==> src/rtl/mcl_pkg.sv <==
package mcl_pkg;

   localparam int DEF_LINES  = 1024;
   localparam int ADDR_W     = 32;
   localparam int MOD_STEPS  = 3;
   localparam int STEP_W     = $clog2(MOD_STEPS);
   localparam int CSR_AW     = 2;
   localparam int CSR_DW     = 32;

   localparam logic [CSR_AW-1:0] CSR_OWN_ID = CSR_AW'(0);

   localparam logic MODE_PROC  = 1'b0;
   localparam logic MODE_SNOOP = 1'b1;

   typedef enum logic [2:0] {
      ST_I  = 3'd0,
      ST_IS = 3'd1,
      ST_IM = 3'd2,
      ST_S  = 3'd3,
      ST_SM = 3'd4,
      ST_M  = 3'd5
   } line_state_type;

   typedef enum logic [2:0] {
      MSG_LOAD  = 3'd0,
      MSG_STORE = 3'd1,
      MSG_GETS  = 3'd2,
      MSG_GETM  = 3'd3,
      MSG_DATA  = 3'd4
   } msg_type;

   typedef enum logic [2:0] {
      ACT_NONE = 3'd0,
      ACT_GETS = 3'd1,
      ACT_GETM = 3'd2,
      ACT_PROC = 3'd3,
      ACT_BUS  = 3'd4
   } action_type;

   typedef struct packed {
      logic load;
      logic mod_step;
      logic clr_wr;
      logic commit;
   } cmd_type;

   typedef struct packed {
      logic clr_last;
      logic slot_free;
   } stat_type;

endpackage

==> src/rtl/mcl_if.sv <==
interface mcl_req_if;
   import mcl_pkg::*;
   logic              valid;
   logic              ready;
   logic              mode;
   logic [2:0]        msg;
   logic [ADDR_W-1:0] addr;
   logic [3:0]        src_id;

   modport source (output valid, mode, msg, addr, src_id, input ready);
   modport sink   (input valid, mode, msg, addr, src_id, output ready);
endinterface

interface mcl_rsp_if;
   import mcl_pkg::*;
   logic              valid;
   logic              ready;
   logic [2:0]        action;
   logic [ADDR_W-1:0] out_addr;
   logic [3:0]        dest_id;
   logic              miss;
   logic              error;
   logic [31:0]       miss_total;
   logic [2:0]        line_state_out;

   modport source (output valid, action, out_addr, dest_id, miss, error, miss_total,
                   line_state_out, input ready);
   modport sink   (input valid, action, out_addr, dest_id, miss, error, miss_total,
                   line_state_out, output ready);
endinterface

==> src/rtl/mcl_csr.sv <==
module mcl_csr (
   input  logic                       clock,
   input  logic                       reset,
   input  logic                       psel,
   input  logic                       penable,
   input  logic                       pwrite,
   input  logic [mcl_pkg::CSR_AW-1:0] paddr,
   input  logic [mcl_pkg::CSR_DW-1:0] pwdata,
   output logic [mcl_pkg::CSR_DW-1:0] prdata,
   output logic                       pready,
   output logic [3:0]                 own_id
);
   import mcl_pkg::*;

   logic [3:0] own_id_ff;
   logic       wr_en;

   assign pready = 1'b1;
   assign wr_en  = psel && penable && pwrite && (paddr == CSR_OWN_ID);

   always_ff @(posedge clock) begin
      if (reset) begin
         own_id_ff <= 4'd0;
      end else if (wr_en) begin
         own_id_ff <= pwdata[3:0];
      end
   end

   always_comb begin
      prdata = '0;
      unique case (paddr)
         CSR_OWN_ID: prdata = {(CSR_DW-4)'(0), own_id_ff};
         default:    prdata = '0;
      endcase
   end

   assign own_id = own_id_ff;

endmodule

==> src/rtl/mcl_ctrl.sv <==
module mcl_ctrl (
   input  logic               clock,
   input  logic               reset,
   input  logic               req_valid,
   output logic               req_ready,
   input  mcl_pkg::stat_type  stat,
   output mcl_pkg::cmd_type   cmd
);
   import mcl_pkg::*;

   typedef enum logic [2:0] {
      S_CLEAR,
      S_IDLE,
      S_MOD,
      S_READ,
      S_CALC
   } state_type;

   state_type         state_ff, state_in;
   logic [STEP_W-1:0] step_ff, step_in;

   always_comb begin
      state_in = state_ff;
      step_in  = step_ff;
      cmd      = '0;
      unique case (state_ff)
         S_CLEAR: begin
            cmd.clr_wr = 1'b1;
            if (stat.clr_last) state_in = S_IDLE;
         end
         S_IDLE: begin
            if (req_valid) begin
               cmd.load = 1'b1;
               step_in  = '0;
               state_in = S_MOD;
            end
         end
         S_MOD: begin
            cmd.mod_step = 1'b1;
            step_in      = step_ff + 1'b1;
            if (step_ff == STEP_W'(MOD_STEPS - 1)) state_in = S_READ;
         end
         S_READ: begin
            state_in = S_CALC;
         end
         S_CALC: begin
            if (stat.slot_free) begin
               cmd.commit = 1'b1;
               state_in   = S_IDLE;
            end
         end
         default: state_in = S_CLEAR;
      endcase
   end

   always_ff @(posedge clock) begin
      if (reset) begin
         state_ff <= S_CLEAR;
         step_ff  <= '0;
      end else begin
         state_ff <= state_in;
         step_ff  <= step_in;
      end
   end

   assign req_ready = (state_ff == S_IDLE);

endmodule

==> src/rtl/mcl_dp.sv <==
module mcl_dp #(
   parameter int LINES = mcl_pkg::DEF_LINES
) (
   input  logic                       clock,
   input  logic                       reset,
   input  mcl_pkg::cmd_type           cmd,
   output mcl_pkg::stat_type          stat,
   input  logic [3:0]                 own_id,
   input  logic                       req_mode,
   input  logic [2:0]                 req_msg,
   input  logic [mcl_pkg::ADDR_W-1:0] req_addr,
   input  logic [3:0]                 req_src_id,
   input  logic                       rsp_ready,
   output logic                       rsp_valid,
   output logic [2:0]                 rsp_action,
   output logic [mcl_pkg::ADDR_W-1:0] rsp_out_addr,
   output logic [3:0]                 rsp_dest_id,
   output logic                       rsp_miss,
   output logic                       rsp_error,
   output logic [31:0]                rsp_miss_total,
   output logic [2:0]                 rsp_line_state_out
);
   import mcl_pkg::*;

   localparam int IW = (LINES > 1) ? $clog2(LINES) : 1;
   localparam logic [IW:0] LINES_W = (IW+1)'(LINES);
   localparam bit                POW2      = (LINES & (LINES - 1)) == 0;
   localparam longint unsigned   RECIP     = (64'd1 << ADDR_W) / LINES;
   localparam logic [ADDR_W-1:0] RECIP_W   = ADDR_W'(RECIP);
   localparam logic [ADDR_W-1:0] LINES_A   = ADDR_W'(LINES);
   localparam logic [ADDR_W-1:0] LINE_MASK = ADDR_W'(LINES - 1);

   // beat fields held for the life of the item
   logic              mode_ff;
   logic [2:0]        msg_ff;
   logic [ADDR_W-1:0] addr_ff;
   logic [3:0]        src_ff;

   // remainder unit: reciprocal quotient estimate, multiply back, one correction
   logic [2*ADDR_W-1:0] prod;
   logic [ADDR_W-1:0]   q_ff, q_in;
   logic [ADDR_W-1:0]   qd, diff;
   logic [IW:0]         r_ff, r_in, r_sub;
   logic [IW-1:0]       rem_ff, rem_in;

   logic [2:0]    mem [LINES];
   logic [2:0]    rd_ff;
   logic [IW-1:0] clr_ff;
   logic          we;
   logic [IW-1:0] wa;
   logic [2:0]    wd;

   line_state_type st, ns;
   action_type     act;
   logic           miss, err;

   logic [31:0]    miss_ff;
   logic [31:0]    miss_sum;
   logic           valid_ff;

   always_comb begin
      prod   = {{ADDR_W{1'b0}}, addr_ff} * {{ADDR_W{1'b0}}, RECIP_W};
      q_in   = prod[2*ADDR_W-1:ADDR_W];
      qd     = q_ff * LINES_A;
      diff   = POW2 ? (addr_ff & LINE_MASK) : (addr_ff - qd);
      r_in   = diff[IW:0];
      r_sub  = r_ff - LINES_W;
      rem_in = (r_ff >= LINES_W) ? r_sub[IW-1:0] : r_ff[IW-1:0];
   end

   always_ff @(posedge clock) begin
      if (cmd.load) begin
         mode_ff <= req_mode;
         msg_ff  <= req_msg;
         addr_ff <= req_addr;
         src_ff  <= req_src_id;
      end else if (cmd.mod_step) begin
         q_ff   <= q_in;
         r_ff   <= r_in;
         rem_ff <= rem_in;
      end
   end

   always_ff @(posedge clock) begin
      if (reset) begin
         clr_ff <= '0;
      end else if (cmd.clr_wr) begin
         clr_ff <= clr_ff + 1'b1;
      end
   end

   assign stat.clr_last  = (clr_ff == IW'(LINES - 1));
   assign stat.slot_free = !valid_ff || rsp_ready;

   assign we = cmd.clr_wr || cmd.commit;
   assign wa = cmd.clr_wr ? clr_ff : rem_ff;
   assign wd = cmd.clr_wr ? ST_I : ns;

   always_ff @(posedge clock) begin
      if (we) mem[wa] <= wd;
      rd_ff <= mem[rem_ff];
   end

   always_comb begin
      st   = (rd_ff > ST_M) ? ST_I : line_state_type'(rd_ff);
      ns   = st;
      act  = ACT_NONE;
      miss = 1'b0;
      err  = 1'b0;
      if (mode_ff == MODE_PROC) begin
         case (msg_ff) inside
            MSG_LOAD, MSG_STORE: begin
               unique case (st)
                  ST_I: begin
                     act  = (msg_ff == MSG_LOAD) ? ACT_GETS : ACT_GETM;
                     ns   = (msg_ff == MSG_LOAD) ? ST_IS : ST_IM;
                     miss = 1'b1;
                  end
                  ST_S: begin
                     if (msg_ff == MSG_LOAD) begin
                        act = ACT_PROC;
                     end else begin
                        act  = ACT_GETM;
                        ns   = ST_SM;
                        miss = 1'b1;
                     end
                  end
                  ST_M:    act = ACT_PROC;
                  default: err = 1'b1;
               endcase
            end
            default: err = 1'b1;
         endcase
      end else begin
         case (msg_ff) inside
            MSG_GETS, MSG_GETM, MSG_DATA: begin
               unique case (st)
                  ST_IS: begin
                     if (msg_ff == MSG_DATA) begin
                        act = ACT_PROC;
                        ns  = ST_S;
                     end
                  end
                  ST_IM: begin
                     if (msg_ff == MSG_DATA) begin
                        act = ACT_PROC;
                        ns  = ST_M;
                     end
                  end
                  ST_S: begin
                     if (msg_ff == MSG_GETM) ns = ST_I;
                  end
                  ST_SM: begin
                     if (msg_ff == MSG_GETM) begin
                        if (src_ff != own_id) ns = ST_IM;
                     end else if (msg_ff == MSG_DATA) begin
                        act = ACT_PROC;
                        ns  = ST_M;
                     end
                  end
                  ST_M: begin
                     if (msg_ff == MSG_GETS) begin
                        act = ACT_BUS;
                        ns  = ST_S;
                     end else if (msg_ff == MSG_GETM) begin
                        act = ACT_BUS;
                        ns  = ST_I;
                     end else begin
                        err = 1'b1;
                     end
                  end
                  default: ;
               endcase
            end
            default: err = 1'b1;
         endcase
      end
   end

   assign miss_sum = miss_ff + {31'd0, miss};

   always_ff @(posedge clock) begin
      if (reset) begin
         miss_ff  <= '0;
         valid_ff <= 1'b0;
      end else if (cmd.commit) begin
         miss_ff  <= miss_sum;
         valid_ff <= 1'b1;
      end else if (rsp_ready) begin
         valid_ff <= 1'b0;
      end
   end

   always_ff @(posedge clock) begin
      if (cmd.commit) begin
         rsp_action         <= act;
         rsp_out_addr       <= (act != ACT_NONE) ? addr_ff : '0;
         rsp_dest_id        <= (act == ACT_BUS) ? src_ff : 4'd0;
         rsp_miss           <= miss;
         rsp_error          <= err;
         rsp_miss_total     <= miss_sum;
         rsp_line_state_out <= ns;
      end
   end

   assign rsp_valid = valid_ff;

endmodule

==> src/rtl/msi_coherence_line_controller_core.sv <==
// Snooping MSI line controller: one beat in (processor LOAD/STORE or snooped GETS/GETM/DATA)
// gives one beat out with the action, the line's new state, a miss flag and the running
// 32-bit miss count. The line is addr modulo LINES. Items are handled one at a time, so a new
// beat is taken only after the last one's result is committed. The remainder by LINES is
// worked out in steps (a reciprocal multiply for a quotient estimate, a multiply-back and
// subtract, then one correcting subtract; a plain mask when LINES is a power of two), followed
// by the registered read of the line-state memory and then the state update and write-back.
// A stalled result holds the update back until it is taken. A finished result waits in the
// output register while the next beat is taken. After reset the line-state memory is swept to
// I, one line a cycle, so no beat is taken until the sweep is done; own_id may be written over
// the APB port at any time the block is idle.
module msi_coherence_line_controller_core #(
   parameter int LINES = mcl_pkg::DEF_LINES
) (
   input  logic                       clock,
   input  logic                       reset,
   mcl_req_if.sink                    req_ch,
   mcl_rsp_if.source                  rsp_ch,
   input  logic                       psel,
   input  logic                       penable,
   input  logic                       pwrite,
   input  logic [mcl_pkg::CSR_AW-1:0] paddr,
   input  logic [mcl_pkg::CSR_DW-1:0] pwdata,
   output logic [mcl_pkg::CSR_DW-1:0] prdata,
   output logic                       pready
);
   import mcl_pkg::*;

   cmd_type    cmd;
   stat_type   stat;
   logic [3:0] own_id;

   mcl_csr u_csr (
      .clock   (clock),
      .reset   (reset),
      .psel    (psel),
      .penable (penable),
      .pwrite  (pwrite),
      .paddr   (paddr),
      .pwdata  (pwdata),
      .prdata  (prdata),
      .pready  (pready),
      .own_id  (own_id)
   );

   mcl_ctrl u_ctrl (
      .clock     (clock),
      .reset     (reset),
      .req_valid (req_ch.valid),
      .req_ready (req_ch.ready),
      .stat      (stat),
      .cmd       (cmd)
   );

   mcl_dp #(
      .LINES (LINES)
   ) u_dp (
      .clock              (clock),
      .reset              (reset),
      .cmd                (cmd),
      .stat               (stat),
      .own_id             (own_id),
      .req_mode           (req_ch.mode),
      .req_msg            (req_ch.msg),
      .req_addr           (req_ch.addr),
      .req_src_id         (req_ch.src_id),
      .rsp_ready          (rsp_ch.ready),
      .rsp_valid          (rsp_ch.valid),
      .rsp_action         (rsp_ch.action),
      .rsp_out_addr       (rsp_ch.out_addr),
      .rsp_dest_id        (rsp_ch.dest_id),
      .rsp_miss           (rsp_ch.miss),
      .rsp_error          (rsp_ch.error),
      .rsp_miss_total     (rsp_ch.miss_total),
      .rsp_line_state_out (rsp_ch.line_state_out)
   );

endmodule

==> src/flat_wrapper.sv <==
// flat-port wrapper written by rule: the top's interface ports become plain ports
module msi_coherence_line_controller_core_flat import mcl_pkg::*;
#(
   parameter int LINES = mcl_pkg::DEF_LINES
)
  (clock, reset, psel, penable, pwrite, paddr, pwdata, prdata, pready, req_ch_valid, req_ch_mode, req_ch_msg, req_ch_addr, req_ch_src_id, req_ch_ready, rsp_ch_valid, rsp_ch_action, rsp_ch_out_addr, rsp_ch_dest_id, rsp_ch_miss, rsp_ch_error, rsp_ch_miss_total, rsp_ch_line_state_out, rsp_ch_ready);
  mcl_req_if req_ch_i ();
  mcl_rsp_if rsp_ch_i ();
  input  logic clock;
  input  logic reset;
  input  logic psel;
  input  logic penable;
  input  logic pwrite;
  input  logic [mcl_pkg::CSR_AW-1:0] paddr;
  input  logic [mcl_pkg::CSR_DW-1:0] pwdata;
  output logic [mcl_pkg::CSR_DW-1:0] prdata;
  output logic pready;
  input wire logic [$bits(req_ch_i.valid)-1:0] req_ch_valid;
  input wire logic [$bits(req_ch_i.mode)-1:0] req_ch_mode;
  input wire logic [$bits(req_ch_i.msg)-1:0] req_ch_msg;
  input wire logic [$bits(req_ch_i.addr)-1:0] req_ch_addr;
  input wire logic [$bits(req_ch_i.src_id)-1:0] req_ch_src_id;
  output wire logic [$bits(req_ch_i.ready)-1:0] req_ch_ready;
  output wire logic [$bits(rsp_ch_i.valid)-1:0] rsp_ch_valid;
  output wire logic [$bits(rsp_ch_i.action)-1:0] rsp_ch_action;
  output wire logic [$bits(rsp_ch_i.out_addr)-1:0] rsp_ch_out_addr;
  output wire logic [$bits(rsp_ch_i.dest_id)-1:0] rsp_ch_dest_id;
  output wire logic [$bits(rsp_ch_i.miss)-1:0] rsp_ch_miss;
  output wire logic [$bits(rsp_ch_i.error)-1:0] rsp_ch_error;
  output wire logic [$bits(rsp_ch_i.miss_total)-1:0] rsp_ch_miss_total;
  output wire logic [$bits(rsp_ch_i.line_state_out)-1:0] rsp_ch_line_state_out;
  input wire logic [$bits(rsp_ch_i.ready)-1:0] rsp_ch_ready;
  assign req_ch_i.valid = req_ch_valid;
  assign req_ch_i.mode = req_ch_mode;
  assign req_ch_i.msg = req_ch_msg;
  assign req_ch_i.addr = req_ch_addr;
  assign req_ch_i.src_id = req_ch_src_id;
  assign req_ch_ready = req_ch_i.ready;
  assign rsp_ch_valid = rsp_ch_i.valid;
  assign rsp_ch_action = rsp_ch_i.action;
  assign rsp_ch_out_addr = rsp_ch_i.out_addr;
  assign rsp_ch_dest_id = rsp_ch_i.dest_id;
  assign rsp_ch_miss = rsp_ch_i.miss;
  assign rsp_ch_error = rsp_ch_i.error;
  assign rsp_ch_miss_total = rsp_ch_i.miss_total;
  assign rsp_ch_line_state_out = rsp_ch_i.line_state_out;
  assign rsp_ch_i.ready = rsp_ch_ready;
  msi_coherence_line_controller_core #(.LINES(LINES)) u_core (.clock(clock), .reset(reset), .req_ch(req_ch_i), .rsp_ch(rsp_ch_i), .psel(psel), .penable(penable), .pwrite(pwrite), .paddr(paddr), .pwdata(pwdata), .prdata(prdata), .pready(pready));
endmodule
==> config.mk <==
export PLATFORM = sky130hd
export DESIGN_NAME = msi_coherence_line_controller_core_flat
export DESIGN_NICKNAME = d
export VERILOG_FILES = /design/src/rtl/mcl_pkg.sv /design/src/rtl/mcl_if.sv /design/src/rtl/mcl_csr.sv /design/src/rtl/mcl_ctrl.sv /design/src/rtl/mcl_dp.sv /design/src/rtl/msi_coherence_line_controller_core.sv /design/src/flat_wrapper.sv
export SDC_FILE = /design/constraint.sdc
export NUM_CORES = 2
export LEC_CHECK = 0
export ABC_AREA = 0
export BUFFER_PORTS_ARGS = -buffer_cell sky130_fd_sc_hd__buf_2
export CAP_MARGIN = 20
export CORE_ASPECT_RATIO = 0.7
export CORE_UTILIZATION = 63
export DETAILED_ROUTE_END_ITERATION = 6
export PLACE_DENSITY = 0.8
export SLEW_MARGIN = 20
export SYNTH_ARGS = -nofsm -noshare
export SYNTH_HDL_FRONTEND = slang
export SYNTH_SLANG_ARGS = --single-unit
==> constraint.sdc <==
create_clock -name clock -period 21.6 [get_ports clock]
set_clock_uncertainty 0.1 [all_clocks]
set_input_delay 0 -clock clock [delete_from_list [all_inputs] [get_ports clock]]
set_output_delay 0 -clock clock [all_outputs]
set_load 0.005 [all_outputs]
======== Word level (Yosys, flattened, before mapping) ========
Memories as Yosys holds them, arrays and structs flattened. A register that Yosys moved wholly into a read port is not among the register bits.
Index checks and enable logic that the tools add are counted.
storage, ports and cells
  register bits after elaboration ......... 188
  RAM bits ................................ 3072
  bits of input ports ..................... 81
  output and inout bits ................... 111
  memories ................................ 1
cells by class
  add/sub/neg operators ................... 4
  $lt $le $gt $ge ......................... 2
  equal/unequal tests ..................... 21
  muxes and demuxes ....................... 56
  bitwise operators ....................... 1
  reduce and logical (&&, ||, !) cells .... 20
memories
  memory           depth  bits a word  rd ports  clocked after memory_dff  write ports  RTL line      RTL
  u_core.u_dp.mem  1024   3            1         1                         1            mcl_dp.sv:46  logic [2:0] mem [LINES];
operators with widths
  cell                   count
  $mux 3                 21
  $add 32x1->32          1
  $pmux 3 s5             2
  $mux 1                 21
  $mux 10                2
  $eq 3x2->1 const B     6
  $pmux 3 s3             2
  $eq 3x3->1 const B     5
  $ge 10x11->1 const B   1
  $add 10x1->10 const B  1
  $eq 10x10->1 const B   1
  $sub 10x1->10 const B  1
  $eq 3x1->1 const B     3
  $logic_not 3->1        3
  $mux 2                 4
  $pmux 3 s2             1
  $reduce_or 3->1        2
  $mux 4                 1
  $ne 2x1->1 const B     2
  $ne 2x2->1 const B     2
  $ne 4x4->1             1
  $pmux 2 s2             1
  $reduce_and 2->1       2
  $reduce_and 4->1       1
  other kinds (12)       17

======== Logic depth before layout (Yosys ltp) ========
  depth after elaboration ................. 8
  depth in mapped cells ................... 16
  depth with buffers taken out ............ 14

======== Hierarchy ========
From an unflattened synthesis, not the netlist that was laid out.
second synthesis, totals
  cells, all modules ...................... 7158
  area, all modules ....................... 130869.3 sq um
by module, submodules not included
  module    instances  cells an instance  area each (sq um)  sequential area each (sq um)
  mcl_dp    1          7072               130142.3           97253.3
  mcl_csr   1          54                 451.7              80.1
  mcl_ctrl  1          32                 275.3              100.1

======== Worst setup path before layout ========
OpenSTA, ideal clock, no wires.
  kind .................................... reg-to-reg
  from .................................... register u_core.u_dp.rd_ff[1] (read register of u_core.u_dp.mem)
  to ...................................... memory u_core.u_dp.mem[0][1] (data pin)
  library setup time ...................... 2.879 ns
  arrival time ............................ 14.567 ns
  required time ........................... 18.621 ns
  setup slack ............................. 4.054 ns
  stages on the path, launching flop included .. 10
  buffers on the path ..................... 1
  period minus slack after synthesis ...... 17.546 ns
  cell sequence ........................... dfxtp_1 > ha_1 > nor2b_1 > clkbuf_1 > nand2b_1 > o21ai_0 > o21ai_0 > o311ai_0 > o21a_1 > and2_1
between the ends
  longest elaborated chain between the ends .. 8
RTL lines
  what                       RTL line                      RTL
  start: declaration         mcl_dp.sv:47                  logic [2:0] rd_ff;
  $gt 3x3->1                 mcl_dp.sv:105                 st = (rd_ff > ST_M) ? ST_I : line_state_type'(rd_ff);
  $mux 3 (*)                 mcl_dp.sv:105
  $mux 3 (on tied branches)  --
  $mux 3 (on tied branches)  mcl_dp.sv:162, mcl_dp.sv:154
  $pmux 3 s5                 mcl_dp.sv:137                 unique case (st)
  $mux 3                     mcl_dp.sv:135                 case (msg_ff) inside
  $mux 3 (*)                 mcl_dp.sv:110                 if (mode_ff == MODE_PROC) begin
  net u_core.u_dp.ns[1]      mcl_dp.sv:53                  line_state_type st, ns;
  $mux 3 (*)                 mcl_dp.sv:97                  assign wd = cmd.clr_wr ? ST_I : ns;
  net u_core.u_dp.wd[1]      mcl_dp.sv:51                  logic [2:0] wd;
  end: declaration           mcl_dp.sv:46
Mark *: on every way through the listed nets, which the timed path passes. The rest lies on a longest branch.

======== Worst setup path in the final report ========
  from .................................... register u_core.u_dp.rd_ff[1] (read register of u_core.u_dp.mem)
  to ...................................... memory u_core.u_dp.mem[382][0] (data pin)
The elaborated chain is that of the path after synthesis.

==> flow_summary.toml <==
[run_status]
status = "finished, violations left"
violations = "DRC"

[power_and_ir_drop]
p_sw_w = 0.00239
pwr-share-comb = 0.006
leakagePower_nw = 47.9
p_sw_frac = 0.197
power.density_mw_per_mm2 = 84.3
pwr-share-seq = 0.564
peakVddDrop_mv = 0.0900
intPower_w = 0.00975
power_frac_clock = 0.431

[place]
place_hpwl_mm = 206
portBuffers = 134
placed_cell_area_sq_mm = 0.134
dp_cells = 9766
gp_congestion = 0.935

[cells_and_area]
layout_commonest_cell = "edfxtp_1"
final_cell_area_sq_mm = 0.144
final_core_util = 0.700
final_nets = 7502
layout_common_cells = "edfxtp_1, nor2_1, mux4_2"
syn_to_final_growth_pct = 10.2
fin_cells = 10400
layout-drive-gt1-share = 0.190

[grt]
antenna_found_initial = 27
grt_pass1_wl_mm = 520
track_usage = 0.350
grt.overflow.total = 0
grt_max_degree = 226
grt_pass1_vias = 72800

[clock_network]
numCtsBuffers = 289
ctsResizeCount = 0
cts-root-buf = "clkbuf_16"
htreeDepth = 5
clk_pin_slew_ns = 0.07
cts_tree = "built"
ctsLongestPathBuffers = 4
clock-sinks = 3263
worstSkewPairLatency_ns = 0.86

[sta]
rsz0062_at_grt = "false"
tightest_slew_ns = 1.30
maxSlewViolCount = 0
setup-tns-final_ns = 0
setup_viol = 0
period_share = 0.322
fmax_ghz = 0.144
period_minus_slack_ns = 6.96
hold_viol = 0
maxSlewHeadroom = 0.128

[yosys]
synth-adder-area-share = 0.000842
yosys.area.top_type = "edfxtp_1"
ys_top_cells_by_area = "edfxtp_1, mux4_2, nor2_1, mux2i_1, dfxtp_1"
synth_compound_area_frac = 0.0353
synthMuxAreaShare = 0.136
synth_top_family_by_area = "multiplexers"
synth-warning-count = 0
ys_ff_latch = 3263
synth-seq-area-share = 0.745
yosys.area_share.simple = 0.0540
synthFlopType = "edfxtp_1"
synth-edff-count = 3208
synthesis.area_sq_mm = 0.131
synth_top_area_share = 0.737
syn_avg_cell_area_sq_um = 18.1
synthXorXnorAreaFrac = 0.00415
synth_cells = 7234
synthArstFlopShare = 0
yosysUniqueCellTypes = 79

[detailed_routing]
via_count = 75400
ant_nets = 0
viasPerCell = 7.24
first_iter_violations = 13200
drt_first_pass_iters = 7
wl_mm = 367
drc = 5
wl_per_cell_um = 35.3

[setup_path]
crit_type = "register to register"
cp.arrival_ns = 7.37
cp_max_fo = 93
worstPathRequired_ns = 22.01
cpMaxStageDelayCell = "buf_4"
cpPeakStageDelay_ns = 0.88
endpoint_kind = "register"
path_cells = "ha_1 > nor2b_1 > nand2b_1 > o21ai_0 > o21ai_0 > o21ai_0 > nand3_1 > o21ai_0 > and2_4 > buf_4 > buf_4 > buf_4 > buf_4"
cp-start-kind = "register"

[flow_run]
drv_cap = 0

[die]
io_pins = 192
rows = 139
dieArea_sq_mm = 0.209
initial_core_util = 0.636
die_h_um = 383
core_region_area_sq_mm = 0.206
die_w_um = 546

[worst_hold_path]
holdCritPathClass = "primary input to register"
[logic make-up (layout without fill, tap and decap cells)]
logic type	after synthesis	count (layout)
xor+xnor	62	62
buf+inv	571	942
flops	3263	3263
compound gates	674	674
other cells	2	51
fa+ha+maj	9	9
simple gates	1684	1684
mux	969	969
[layer usage]
layer	routed length, um	track usage
met3	66500	0.153
met1	126000	0.486
met4	17100	0.144
met5	267	0
met2	158000	0.489
[cells in the mapped netlist (9+ instances only)]
library cell     n
edfxtp_1      3208
nor2_1        1158
mux4_2         642
mux2i_1        318
clkbuf_1       252
nand2_1        212
a21oi_1        143
a22oi_1        124
o221ai_1       111
buf_2           86
o21ai_0         86
buf_1           74
o22ai_1         74
buf_6           70
nor3_1          56
dfxtp_1         55
buf_4           53
nand3_1         49
nor2b_1         47
xor2_1          32
xnor2_1         30
nand4_1         27
nor4_1          25
and2_1          23
a221oi_1        19
or3_1           19
a211oi_1        17
a22o_1          17
and3_1          17
a31oi_1         16
inv_1           16
nand2b_1        14
buf_8           10
nand3b_1         9
o211ai_1         9
[repair_timing]
item,4_1_cts,5_1_grt
buffers inserted,0,0
endpoints found under the hold margin,147,0
endpoints found under the setup margin,0,0
hold buffers,103,0
[area by class of cell]
class | count | area, sq um
sequential | 3263 | 97400
fill | 11700 | 61600
multi-input combinational | 3427 | 30500
clock buffer | 357 | 7800
tap | 2749 | 3440
timing repair buffer | 412 | 3200
clock inverter | 153 | 1490
inverter | 20 | 82.6
antenna | 22 | 55.1
[state kept, by name, indices dropped and copies added, names as in the netlist]
register / flops
u_core.u_dp.r_ff: 10
u_core.u_dp.rsp_miss: 1
u_core.u_dp.src_ff: 4
u_core.u_dp.rsp_out_addr: 32
u_core.u_dp.rsp_line_state_out: 3
u_core.u_dp.rsp_error: 1
u_core.u_dp.rem_ff: 10
u_core.u_dp.miss_ff: 32
u_core.u_dp.mem: 3072
u_core.u_csr.own_id: 4
u_core.u_ctrl.state_ff: 3
u_core.u_dp.msg_ff: 3
u_core.u_dp.rsp_miss_total: 32
u_core.u_dp.rsp_dest_id: 4
u_core.u_dp.mode_ff: 1
u_core.u_dp.addr_ff: 32
u_core.u_ctrl.step_ff: 2
u_core.u_dp.rsp_action: 3
u_core.u_dp.rsp_valid: 1
u_core.u_dp.rd_ff: 3
u_core.u_dp.clr_ff: 10
[per-stage QoR]
step	power (W)	hold WS, ns	setup slack, ns
global route	0.0123	0.0844	14.21
detailed placement	0.00703	0.0781	14.90
global placement	0.00703	0.0759	15.18
CTS	0.0121	0.0749	14.84
finish	0.0121	0.0564	14.64
floorplan	0.00700	-0.00113	4.05
[power by group through the flow]
| stage | Clock, W | Sequential [W] | Combinational (W) |
|---|---|---|---|
| after floorplan | 0 | 0.00698 | 0.0000214 |
| after global routing | 0.00543 | 0.00684 | 0.0000695 |
| after CTS | 0.00519 | 0.00684 | 0.0000634 |
| after global placement | 0 | 0.00698 | 0.0000486 |
| after detailed placement | 0 | 0.00698 | 0.0000496 |
| final | 0.00523 | 0.00684 | 0.0000702 |
[worst max-delay path: cells and delay by family, from the launching register on]
kind	cells	cell delay, ns
and+or+nand+nor	4	1.48
buffers and inverters	4	3.15
adders and majority gates	1	0.28
AOI/OAI and AO/OA	4	0.78
DFF	1	0.45
[final timing paths]
kind,slack [ns],endpoint,cells after the start,from
max reg2reg,14.64,u_core.u_dp.mem[382][0],13,u_core.u_dp.rd_ff[1]
max,14.64,u_core.u_dp.mem[382][0],13,u_core.u_dp.rd_ff[1]
min reg2reg,0.32,u_core.u_dp.rem_ff[6],0,u_core.u_dp.r_ff[6]
min,0.06,u_core.u_dp.miss_ff[19],3,reset
Power figures use the tool's default switching activity.
